File: src/hw/rtl/mwws_pkg.sv
// Package for the mutex with waiter stack: sizes, request and status codes.
// Used by mutex_with_waiter_stack; depends on nothing else.

package mwws_pkg;

    localparam int WAIT_DEPTH = 16;
    localparam int ID_BITS    = 8;

    // Waiter count holds 0..WAIT_DEPTH; the stack index needs at least one bit.
    localparam int CNT_W = $clog2(WAIT_DEPTH + 1);
    localparam int PTR_W = (WAIT_DEPTH > 1) ? $clog2(WAIT_DEPTH) : 1;

    localparam int STATUS_W   = 3;
    localparam int IN_DATA_W  = ((ID_BITS + 7) / 8) * 8;
    localparam int OUT_RAW_W  = STATUS_W + ID_BITS + 1 + ID_BITS;
    localparam int OUT_DATA_W = ((OUT_RAW_W + 7) / 8) * 8;

    typedef logic [ID_BITS-1:0] t_id;
    typedef logic [CNT_W-1:0]   t_cnt;

    typedef enum logic {
        OP_ACQUIRE = 1'b0,
        OP_RELEASE = 1'b1
    } t_op;

    typedef enum logic [STATUS_W-1:0] {
        ST_GRANTED        = 3'd0,
        ST_ALREADY_OWNER  = 3'd1,
        ST_QUEUED         = 3'd2,
        ST_IDLE           = 3'd3,
        ST_HANDED         = 3'd4,
        ST_DOUBLE_RELEASE = 3'd5,
        ST_FULL           = 3'd6
    } t_status;

    typedef struct packed {
        t_id     owner_id;
        logic    owner_valid;
        t_id     woken_id;
        t_status status;
    } t_result;

endpackage

File: src/hw/rtl/mutex_with_waiter_stack.sv
// Single hardware mutex with a last-in first-out stack of waiting tasks.
// Depends on mwws_pkg for sizes, codes and the result layout.

// A request is taken into an input register, evaluated against the lock
// state and the top of the waiter stack, and its result lands in an output
// register; one request can be accepted in every cycle while the result is
// not stalled. The rate is set by the single stage that reads and updates
// owner, waiter count and stack top together; the waiter stack sits in
// flip-flops. A full stack drops the acquire and reports it, and a release
// on a free lock reports a double release and changes nothing.
module mutex_with_waiter_stack (
    input  logic                              i_clk,
    input  logic                              i_rst_n,
    input  logic                              s_axis_tvalid,
    output logic                              s_axis_tready,
    input  logic [mwws_pkg::IN_DATA_W-1:0]    s_axis_tdata,  // requester_id
    input  logic                              s_axis_tuser,  // op
    output logic                              m_axis_tvalid,
    input  logic                              m_axis_tready,
    // status, woken_id, owner_valid, owner_id, zero padding
    output logic [mwws_pkg::OUT_DATA_W-1:0]   m_axis_tdata
);
    import mwws_pkg::*;

    logic     r_in_vld;
    t_op      r_in_op;
    t_id      r_in_id;
    logic     r_out_vld;
    t_result  r_out;
    logic     r_held;
    t_id      r_owner;
    t_cnt     r_count;
    t_id      r_stack [WAIT_DEPTH];

    logic     n_held;
    t_id      n_owner;
    t_cnt     n_count;
    t_result  n_out;
    logic     push;
    logic     advance;
    logic     in_take;
    logic [PTR_W-1:0] top_ptr;
    logic [PTR_W-1:0] push_ptr;

    assign advance       = !r_out_vld || m_axis_tready;
    assign s_axis_tready = !r_in_vld || advance;
    assign in_take       = s_axis_tvalid && s_axis_tready;
    assign m_axis_tvalid = r_out_vld;
    assign m_axis_tdata  = OUT_DATA_W'(r_out);

    assign top_ptr  = PTR_W'(r_count - t_cnt'(1));
    assign push_ptr = PTR_W'(r_count);

    always_comb begin
        n_held            = r_held;
        n_owner           = r_owner;
        n_count           = r_count;
        push              = 1'b0;
        n_out.status      = ST_GRANTED;
        n_out.woken_id    = '0;
        if (r_in_op == OP_ACQUIRE) begin
            priority if (r_held && r_owner == r_in_id) begin
                n_out.status = ST_ALREADY_OWNER;
            end else if (!r_held) begin
                n_held       = 1'b1;
                n_owner      = r_in_id;
                n_out.status = ST_GRANTED;
            end else if (r_count == t_cnt'(WAIT_DEPTH)) begin
                n_out.status = ST_FULL;
            end else begin
                push         = 1'b1;
                n_count      = r_count + t_cnt'(1);
                n_out.status = ST_QUEUED;
            end
        end else begin
            priority if (!r_held) begin
                n_out.status = ST_DOUBLE_RELEASE;
            end else if (r_count != '0) begin
                n_count        = r_count - t_cnt'(1);
                n_owner        = r_stack[top_ptr];
                n_out.woken_id = r_stack[top_ptr];
                n_out.status   = ST_HANDED;
            end else begin
                n_held       = 1'b0;
                n_owner      = '0;
                n_out.status = ST_IDLE;
            end
        end
        n_out.owner_valid = n_held;
        n_out.owner_id    = n_held ? n_owner : '0;
    end

    always_ff @(posedge i_clk) begin
        if (!i_rst_n) begin
            r_in_vld  <= 1'b0;
            r_out_vld <= 1'b0;
            r_held    <= 1'b0;
            r_owner   <= '0;
            r_count   <= '0;
        end else begin
            if (s_axis_tready) begin
                r_in_vld <= s_axis_tvalid;
            end
            if (advance) begin
                r_out_vld <= r_in_vld;
            end
            if (r_in_vld && advance) begin
                r_held  <= n_held;
                r_owner <= n_owner;
                r_count <= n_count;
            end
        end
    end

    always_ff @(posedge i_clk) begin
        if (in_take) begin
            r_in_op <= t_op'(s_axis_tuser);
            r_in_id <= s_axis_tdata[ID_BITS-1:0];
        end
        if (r_in_vld && advance) begin
            r_out <= n_out;
        end
        if (r_in_vld && advance && push) begin
            r_stack[push_ptr] <= r_in_id;
        end
    end

    // The stack never holds more than its depth.
    a_count_bound: assert property (@(posedge i_clk) disable iff (!i_rst_n)
        r_count <= t_cnt'(WAIT_DEPTH))
        else $error("waiter count beyond stack depth");

    // Tasks only wait while the lock is held.
    a_waiters_need_owner: assert property (@(posedge i_clk) disable iff (!i_rst_n)
        !r_held |-> r_count == '0)
        else $error("waiters queued on a free lock");

    // Input side stalls only behind a stalled result.
    a_stall_cause: assert property (@(posedge i_clk) disable iff (!i_rst_n)
        !s_axis_tready |-> (r_out_vld && !m_axis_tready && r_in_vld))
        else $error("input stalled without a blocked result");

    // A handed-over result leaves the woken task as owner.
    a_handover_owner: assert property (@(posedge i_clk) disable iff (!i_rst_n)
        (r_out_vld && r_out.status == ST_HANDED) |->
            (r_out.owner_valid && r_out.owner_id == r_out.woken_id))
        else $error("handover result without the woken owner");

endmodule
File: config.mk
export PLATFORM = sky130hd
export DESIGN_NAME = mutex_with_waiter_stack
export DESIGN_NICKNAME = d
export VERILOG_FILES = /design/src/hw/rtl/mwws_pkg.sv /design/src/hw/rtl/mutex_with_waiter_stack.sv
export SDC_FILE = /design/constraint.sdc
export NUM_CORES = 1
export LEC_CHECK = 0
export BUFFER_PORTS_ARGS = -buffer_cell sky130_fd_sc_hd__clkbuf_2
export CAP_MARGIN = 20
export CELL_PAD_IN_SITES_DETAIL_PLACEMENT = 2
export CELL_PAD_IN_SITES_GLOBAL_PLACEMENT = 2
export CORE_MARGIN = 3
export CORE_UTILIZATION = 49
export CTS_BUF_LIST = sky130_fd_sc_hd__clkbuf_4
export CTS_CLUSTER_DIAMETER = 150
export DETAILED_ROUTE_END_ITERATION = 10
export PLACE_DENSITY = 0.88
export SLEW_MARGIN = 15
export SYNTH_ARGS = -nofsm -noshare
export SYNTH_HDL_FRONTEND = slang
export SYNTH_SLANG_ARGS = --single-unit
File: constraint.sdc
create_clock -name i_clk -period 4.5 [get_ports i_clk]
set_input_delay 1.125 -clock i_clk [delete_from_list [all_inputs] [get_ports i_clk]]
set_output_delay 1.125 -clock i_clk [all_outputs]
set_load 0.01 [all_outputs]
==> run metrics, run 1 <==
status finished clean; initial antenna violation count 1; CP required 4790 ps; post-synth top area cell edfxtp_1; CTS H-tree depth 4; Worst-path clk slew 140 ps; Die Height approximately 130 um; CTS tree yes; first-pass GRT wire length approximately 36 mm; Clock Tree Buf Depth 2; vias in the first global route approximately 5300; Leak Pwr 0.00268 uW; Die ar. about 0.016 mm^2; Final Setup Violations 0; Reg-to-Reg End m_axis_tdata[18]; number of synthesized register bits approximately 170; Largest stage delay, worst path around 740 ps; DR WL/cell between 30 and 40 um; non-filler cells in the finished layout ~750; Final WS setup ~1000 ps; FF/Latch Area around 0.0050 mm^2; combinational share of power around 7.3%; Multi-input gate area 0.00213 mm^2; setup bufs post-CTS 0; Top FF cell, synth edfxtp_1; async set-or-reset flop fraction in the synthesized netlist 0%; DR iter-0 viols 540; fill count around 1300; DP HPWL 14.8 mm; Area Overhead vs Synth 8.81%; CTS buffer count 17; final instance area between 0.007 and 0.008 mm^2; sequential power share between 60 and 70%; NumNets Final around 560; pre-CTS WS around 1300 ps; Synth cell types between 40 and 50; Tmin final between 3000 and 4000 ps; Site Rows 44; clock root buffer clkbuf_4; GPL Wtd Cong between 0.7 and 0.8; fraction of final layout cells sized beyond drive strength 1 15.2%; antenna viol nets, final 0; CP Cell Sequence inv_1, ha_4, nor2b_1, a2111oi_0, a311oi_2, a22oi_1, a21oi_1; slowest stage cell, crit path ha_4; core area about 0.015 mm^2; cell area after synthesis roughly 0.0073 mm^2; peak supply drop 0.261 mV; Critical Path End Type flop; r2r worst-path depth 7; Cells after Synth around 520; Cell Pwr Density roughly 360 mW/mm^2; Slew headroom 31.6%; clock sinks between 150 and 200; Switch Pwr 717 uW; gr usage total a little under a third; Avg Vias per Cell roughly 6.5; DP Area 0.00772 mm^2; switching share of power 24.8%; placed cell count about 710; hold path cells 2; Power Internal between 2000 and 2500 uW; Critical Setup Path Class flop to flop; largest cells by area after synthesis edfxtp_1 (64%), mux2i_1 (9.1%), dfxtp_1 (4.4%); Worst Skew 25.5 ps; Least-Margin Pin Slew roughly 1000 ps; Clock power frac between 30% and 40%; CP Data Arrival Time around 3800 ps; worst setup path startpoint r_count[1]; power consumption slightly below 3000 uW; register area share after synthesis between 60% and 70%; DR pass1 iterations 5; IO Count 39; worst skew pair latency between 500 and 600 ps; vias after detailed routing between 4000 and 5000; unrepaired setup endpoints after global routing false; Top delay family on crit path compound AO/OA/AOI/OAI gates; Reg2Reg Launch Point r_count[1]; post_cts resized 0; Hold WC Path Type flop to flop; Worst R2R Setup Slack 1030 ps; setup TNS 0 ps; final global-route overflow total 0; Die Wd between 100 and 150 um; Peak Freq about 290 MHz; I/O Buffers 34; starting density of the core slightly above 50%; end of the critical path m_axis_tdata[18]; Pins Over Slew Limit 0; Critical Path Stages 7; Routed WL 24.6 mm; area share of the largest cell type after synthesis between 60 and 70%; startpoint types flop; Worst Path Max Fanout 39; Post-synth EDFFs 157; DRC viols 0; average cell area after synthesis about 14 um^2; fin crit share 77.0%; max-cap violation count 0; yosys warns 0; hold violation count in the final report 0; sum of buffers and inverters on the critical path 1; largest net degree at the start of global routing 42; Hold Buf Count CTS 0
## worst reg2reg max path: cells and delay by family, from the launching register on
kind	cells	cell delay, ps
adder cells (fa/ha/maj)	1	740
flip-flops	1	510
AO/OA/AOI/OAI	4	1590
AND/OR/NAND/NOR	1	160
buffers and inverters	1	210
## per-layer routing
metal	wire [um]	GRT usage [%]	share of wire [%]	vias up
met1	9440	37.8	38	2540
met5	0	0	0	-
met4	1080	15.4	4.4	0
li1	-	-	-	2033
met3	1180	5.11	4.8	56
met2	12900	53.5	52	205
## power groups by stage
stage / Combinational [uW] / Clock, uW / Sequential (uW)
floorplan: 113 / 0 / 1830
global placement: 182 / 0 / 1820
detailed placement: 201 / 0 / 1830
CTS: 211 / 892 / 1790
global route: 225 / 949 / 1800
finish: 212 / 884 / 1800
## area by class of cell
cell class	count	share of cell area (%)
flip-flops and latches	173	63.0
repair buffers	49	3.54
inverters	12	0.564
diodes	1	0.0313
multi-input cells	294	26.6
well taps	184	2.88
clock buffers	19	1.78
clock inverters	13	1.58
## placed cells by master (no fill, tap or decap), types with 4 or more instances in the layout
master / Yosys / layout
edfxtp_1: 157 / 157
inv_1: 12 / 12
mux2i_1: 67 / 67
nand3_1: 59 / 59
xor2_1: 11 / 10
o22a_1: 14 / 14
nor2b_1: 9 / 9
buf_4: 4 / 15
conb_1: 1 / 4
clkbuf_4: 0 / 19
clkbuf_2: 0 / 34
and2_1: 20 / 20
a21oi_1: 13 / 13
dfxtp_1: 16 / 16
nand4_1: 14 / 14
a2111oi_0: 4 / 4
a31oi_1: 11 / 11
nand2_1: 16 / 16
o21ai_0: 11 / 11
## registers in the layout, summed over array words and instances, names as in the netlist
name,count
m_axis_tdata,20
m_axis_tvalid,1
r_stack,128
r_count,5
r_in_op,1
r_owner,8
r_in_vld,1
r_held,1
r_in_id,8
## metrics by stage
stage                     utilization [%]  hold WS, ps
final                                54.8          652
after global routing                 54.8          685
after CTS                            54.8          651
after detailed placement             52.9          600
after global placement               52.9          557
after floorplan                         -          509
## cells by family (layout without fill, tap and decap cells)
logic type | count (synthesis) | count (layout) | synth area share (%)
AO/OA/AOI/OAI | 69 | 69 | 6.73
XOR/XNOR | 14 | 14 | 1.67
adder cells (fa/ha/maj) | 4 | 4 | 0.681
buffers and inverters | 51 | 93 | 3.02
flip-flops | 173 | 173 | 68.6
multiplexers | 67 | 67 | 9.13
other | 1 | 5 | 0.0511
AND/OR/NAND/NOR | 136 | 136 | 10.2
## synth_stat cells, drive strengths merged (3+ instances only)
cell type	n
xor2	11
edfxtp	157
nor4	3
xnor2	3
inv	12
o211a	3
dfxtp	16
ha	4
nand3	59
nor2b	9
clkbuf	22
a21oi	13
nand2	16
or3	3
nand4	14
a2111oi	4
a21boi	3
mux2i	67
and2	20
buf	17
o21ai	11
o22a	14
a31oi	12
## worst min path at each step
stage                                to       startpoint
after floorplan              r_count[4]       r_count[4]
after global placement    m_axis_tvalid         r_in_vld
after detailed placement  m_axis_tvalid         r_in_vld
after CTS                    r_owner[1]       r_owner[1]
after global routing         r_in_id[4]  s_axis_tdata[4]
final                        r_owner[1]       r_owner[1]
No activity file was read; power rests on OpenSTA's default activity.
==> run 2, diff against run 1 <==
Settings changed: ABC_AREA from default to 1, CORE_UTILIZATION 49 to 38, PLACE_DENSITY 0.88 to 0.79.
Clock period 4.5 ns to 2.9 ns, I/O delays scaled along.
==> run 2 against run 1 <==
Die area grew 29%. Non-clock buffer count is 9 higher. Cell count up 37%. Sequential share of layout area is 2.0 points lower. Utilization fell by 11 points. Critical path type unchanged. Largest cell class unchanged. Largest power group unchanged. Highest routed layer unchanged.
==> run metrics, run 2 <==
Leak Pwr ~0.0032 uW; DR WL/cell around 24 um; CP Data Arrival Time 2920 ps; number of synthesized register bits roughly 170; Peak Freq 369 MHz; Die Wd about 150 um; Top FF cell, synth edfxtp_1; Critical Setup Path Class flop to flop; yosys warns 0; clock sinks around 170; CP required 3110 ps; Hold WC Path Type primary input to flop; Post-synth EDFFs between 150 and 200; DRC viols 0; Die Height 146 um; Worst Path Max Fanout 8; vias after detailed routing about 5400; CTS H-tree depth 4; CTS tree yes; initial antenna violation count 1; most frequent cells after synthesis nand2_1 (190), edfxtp_1 (157), nand3_1 (137), inv_1 (62), nor2_1 (34); Pins Over Slew Limit 0; I/O Buffers 34; Most flops, register r_stack; DP HPWL between 15 and 20 mm; Cell Pwr Density roughly 560 mW/mm^2; vias in the first global route slightly below 6000; Worst Skew 24.2 ps; startpoint types flop; Site Rows 50; area share of the largest cell type after synthesis between 60% and 70%; core area around 0.019 mm^2; largest cells by area after synthesis edfxtp_1 (64%), nand2_1 (9.6%), nand3_1 (9.2%); final global-route overflow total 0; Least-Margin Pin Slew between 700 and 800 ps; worst skew pair latency 580 ps; GPL Wtd Cong 0.810; Slew headroom between 40% and 50%; starting density of the core ~39%; fraction of final layout cells sized beyond drive strength 1 between 10 and 15%; Hold Buf Count CTS 0; Avg Vias per Cell approximately 5.3; IO Count 39; most frequent cells in the layout nand2_1 (190), edfxtp_1 (157), nand3_1 (137), inv_1 (62), clkbuf_2 (34); setup bufs post-CTS 0; Worst-path clk slew 150 ps; antenna viol nets, final 0; non-filler cells in the finished layout 1019; cell area after synthesis between 0.007 and 0.008 mm^2; max-cap violation count 0; final instance area roughly 0.0083 mm^2; DP Area slightly below 0.008 mm^2; first-pass GRT wire length around 37 mm; async set-or-reset flop fraction in the synthesized netlist 0%; post_cts resized 0; Final Setup Violations 0; Tmin final approximately 2700 ps; max reg flops ~130; unrepaired setup endpoints after global routing false; register area share after synthesis between 60% and 70%; hold violation count in the final report 0; hold path startpoint s_axis_tdata[1]; Synth cell types 27; most frequent cell after synthesis nand2_1; Clock Tree Buf Depth 2; Routed WL 24.0 mm; NumNets Final between 700 and 800; peak supply drop 0.268 mV; fin crit share about 93%; post-synth top area cell edfxtp_1; placed cell count between 900 and 1000; fill count about 2000; Area Overhead vs Synth 11.4%; Die ar. 0.0212 mm^2; worst setup path startpoint r_count[1]; gr usage total a little under a quarter; setup TNS 0 ps; DR pass1 iterations 5; largest net degree at the start of global routing 70; DR iter-0 viols ~520; most common cell after layout, fill and taps aside nand2_1; Reg2Reg Launch Point r_count[1]; Critical Path End Type flop; average cell area after synthesis 10.6 um^2; status finished clean; clock root buffer clkbuf_4; Cells after Synth between 600 and 700; CTS buffer count 17
run 2: cell count changes after synthesis, moves of 8 or more:
cell	delta
a21oi_1	+10
a31oi_1	-11
and2_1	-20
clkbuf_1	-12
inv_1	+50
mux2i_1	-67
nand2_1	+174
nand3_1	+78
nand4_1	-12
nor2_1	+32
nor2b_1	-9
o22a_1	-14
xor2_1	-8
run 2: routing by layer:
layer	global-route usage (%)	share of wire [%]	vias to the layer above	wire (um)
met1	29.2	42	2748	10000
met2	40.3	52	149	12400
met3	3.30	4.0	35	962
li1	-	-	2453	-
met5	0	0	-	0
met4	8.07	2.3	0	553
run 2: where the power goes:
part | total, uW | switching [uW] | internal (uW) | leakage, uW
clock network | 1480 | 852 | 632 | 0.000157
registers | 2780 | 30.2 | 2750 | 0.00156
logic | 349 | 253 | 96.4 | 0.00147
total | 4620 | 1140 | 3480 | 0.00318
run 2: path summary, 6_finish.rpt:
path | end | slack, ps | cells after the start
max | r_stack[12][4] | 190 | 10
min | r_in_id[1] | 320 | 1
max reg2reg | r_stack[12][4] | 190 | 10
min reg2reg | m_axis_tvalid | 520 | 2
run 2: final cells by class:
cell class              count  area (um^2)  share of cell area, %
diodes                      1         2.50                 0.0303
inverters                  71          267                   3.23
clock buffers              21          158                   1.91
repair buffers             58          363                   4.40
multi-input cells         424         1960                   23.7
clock inverters            11          144                   1.74
flip-flops and latches    173         5040                   61.0
well taps                 260          325                   3.94
run 2: worst max-delay path: stages, from the launching register on:
cell and delay, ps:
dfxtp_1 470, inv_1 130, ha_1 380, nand2_2 200, inv_2 60, nand2_1 80
inv_1 50, nor2_1 140, nand2_1 110, buf_4 180, nor2_1 530
run 2: cells by family after synthesis:
family          synth area share [%]
compound gates                  2.82
xor+xnor                        1.42
fa+ha+maj                      0.675
buf+inv                         5.96
flops                           67.9
other cells                   0.0506
simple gates                    21.2
run 2: metrics by stage:
stage,setup slack (ps),total power (uW),util [%],hold slack [ps]
floorplan,267,3030,-,468
global placement,455,3160,41.9,486
detailed placement,159,3180,41.9,510
CTS,144,4660,43.5,266
global route,26.4,4780,43.6,259
finish,189,4620,43.6,316
==> run 3, diff against run 2 <==
Settings changed: CORE_MARGIN 3 to default.
==> run 3 against run 2 <==
Non-clock buffer count fell by 4. Die area fell by 5.4%. Via count decreased by 2.1%. Cell area fell by 0.36%. Critical path depth shrank 1. Clock-buffer cell count unchanged. Register-to-register slack gained 160 ps. Maximum frequency up 6.2%.
==> run metrics, run 3 (synthesis gave the netlist of run 2 again) <==
peak supply drop roughly 0.35 mV; clock root buffer clkbuf_4; fill count ~2000; CP required between 3000 and 4000 ps; clock sinks 173; CTS tree yes; Critical Path Stages 9; core area roughly 0.019 mm^2; DR WL/cell 22.5 um; Min Hold Slack slightly above 300 ps; Worst Path Max Fanout 16; first-pass GRT wire length roughly 35 mm; Most flops, register r_stack; setup bufs post-CTS 0; Peak Freq between 300 and 400 MHz; max-cap violation count 0; GPL Wtd Cong about 0.87; Worst Skew 24.4 ps; power consumption between 4000 and 5000 uW; slowest stage cell, crit path ha_1; IO Count 39; unrepaired setup endpoints after global routing false; DP HPWL 16.0 mm; Hold WC Path Type primary input to flop; gr usage total about a quarter; vias in the first global route just under 6000; Tmin final approximately 2600 ps; starting density of the core between 30% and 40%; Die Wd between 100 and 150 um; Die ar. approximately 0.02 mm^2; end of the critical path m_axis_tdata[15]; Final Setup Violations 0; startpoint types flop; CTS H-tree depth 4; Top delay family on crit path simple AND/OR/NAND/NOR gates; Cell Pwr Density 570 mW/mm^2; fin crit share roughly 88%; NumNets Final between 700 and 800; Least-Margin Pin Slew around 740 ps; Worst R2R Setup Slack ~350 ps; most common cell after layout, fill and taps aside nand2_1; Leak Pwr roughly 0.0032 uW; Critical Path End Type flop; vias after detailed routing about 5300; largest net degree at the start of global routing 70; Critical Setup Path Class flop to flop; sum of buffers and inverters on the critical path 3; fraction of final layout cells sized beyond drive strength 1 13.0%; CP Data Arrival Time 2990 ps; max reg flops approximately 130; status finished clean; Clock Tree Buf Depth 2; worst skew pair latency 580 ps; DRC viols 0; worst setup path startpoint r_count[1]; Area Overhead vs Synth 11.0%; final global-route overflow total 0; Worst-path clk slew about 150 ps; post_cts resized 0; setup TNS 0 ps; Die Height ~140 um; Site Rows 50; Largest stage delay, worst path 570 ps; cell mode on critical path nand3_1; DR iter-0 viols 324; DR pass1 iterations 4; Hold Buf Count CTS 0; Reg2Reg Launch Point r_count[1]; Slew headroom 50.4%; initial antenna violation count 1; r2r worst-path depth 9; Avg Vias per Cell ~5.2; Routed WL between 20 and 25 mm; Pins Over Slew Limit 0; antenna viol nets, final 0; most frequent cells in the layout nand2_1 (190), edfxtp_1 (157), nand3_1 (137), inv_1 (62); Reg-to-Reg End m_axis_tdata[15]; CP Cell Sequence inv_1, ha_1, inv_1, buf_4, nand3_1, nand3_1, nand3_1, nand3_1, a21oi_1; I/O Buffers 34; hold violation count in the final report 0; CTS buffer count 17
## run 3: changes by cell type in the layout (fill, tap and decap cells not counted), moves of 2 or more
cell	previous run	this run
clkinv_4	2	0
clkinvlp_4	3	6
clkinv_2	2	0
nor2_1	29	34
buf_4	23	20
nor2_2	5	0
## run 3: stage by stage
step	cells	cell area, um^2	utilization [%]	setup slack, ps
after CTS	1014	8220	43.5	391
final	1015	8230	43.5	348
after floorplan	701	7420	-	267
after detailed placement	982	7900	41.8	275
after global routing	1015	8230	43.5	256
after global placement	982	7900	41.8	476
## run 3: how the worst min path moves through the flow
stage | cells after the start | slack (ps) | endpoint | startpoint
floorplan | 2 | 470 | r_count[4] | r_count[4]
global placement | 2 | 480 | m_axis_tvalid | r_in_vld
detailed placement | 2 | 530 | m_axis_tvalid | m_axis_tvalid
CTS | 1 | 250 | r_in_id[3] | s_axis_tdata[3]
global route | 1 | 260 | r_in_id[1] | s_axis_tdata[1]
finish | 1 | 300 | r_in_id[3] | s_axis_tdata[3]
## run 3: final cells by class
cell class                      count  area [um^2]  share of cell area (%)
Tap cell                          260          325                    3.95
Timing Repair Buffer               54          320                    3.89
Clock inverter                     11          169                    2.05
Inverter                           71          267                    3.24
Multi-Input combinational cell    424         1950                    23.7
Antenna cell                        1         2.50                  0.0304
Sequential cell                   173         5040                    61.2
Clock buffer                       21          158                    1.92
## run 3: metal layers
| layer | share of wire [%] | up-vias | global-route usage (%) | wire, um |
|---|---|---|---|---|
| met1 | 42 | 2671 | 29.9 | 9490 |
| met5 | 0 | - | 0 | 0 |
| met4 | 2.6 | 0 | 9.79 | 598 |
| li1 | - | 2436 | - | - |
| met2 | 52 | 126 | 43.2 | 11900 |
| met3 | 4.0 | 38 | 3.71 | 907 |
## run 3: power breakdown
part	total [uW]	switching, uW	leakage, uW	internal [uW]
sequential	2780	29.7	0.00156	2750
combinational	346	249	0.00144	96.8
clock	1560	839	0.000156	718
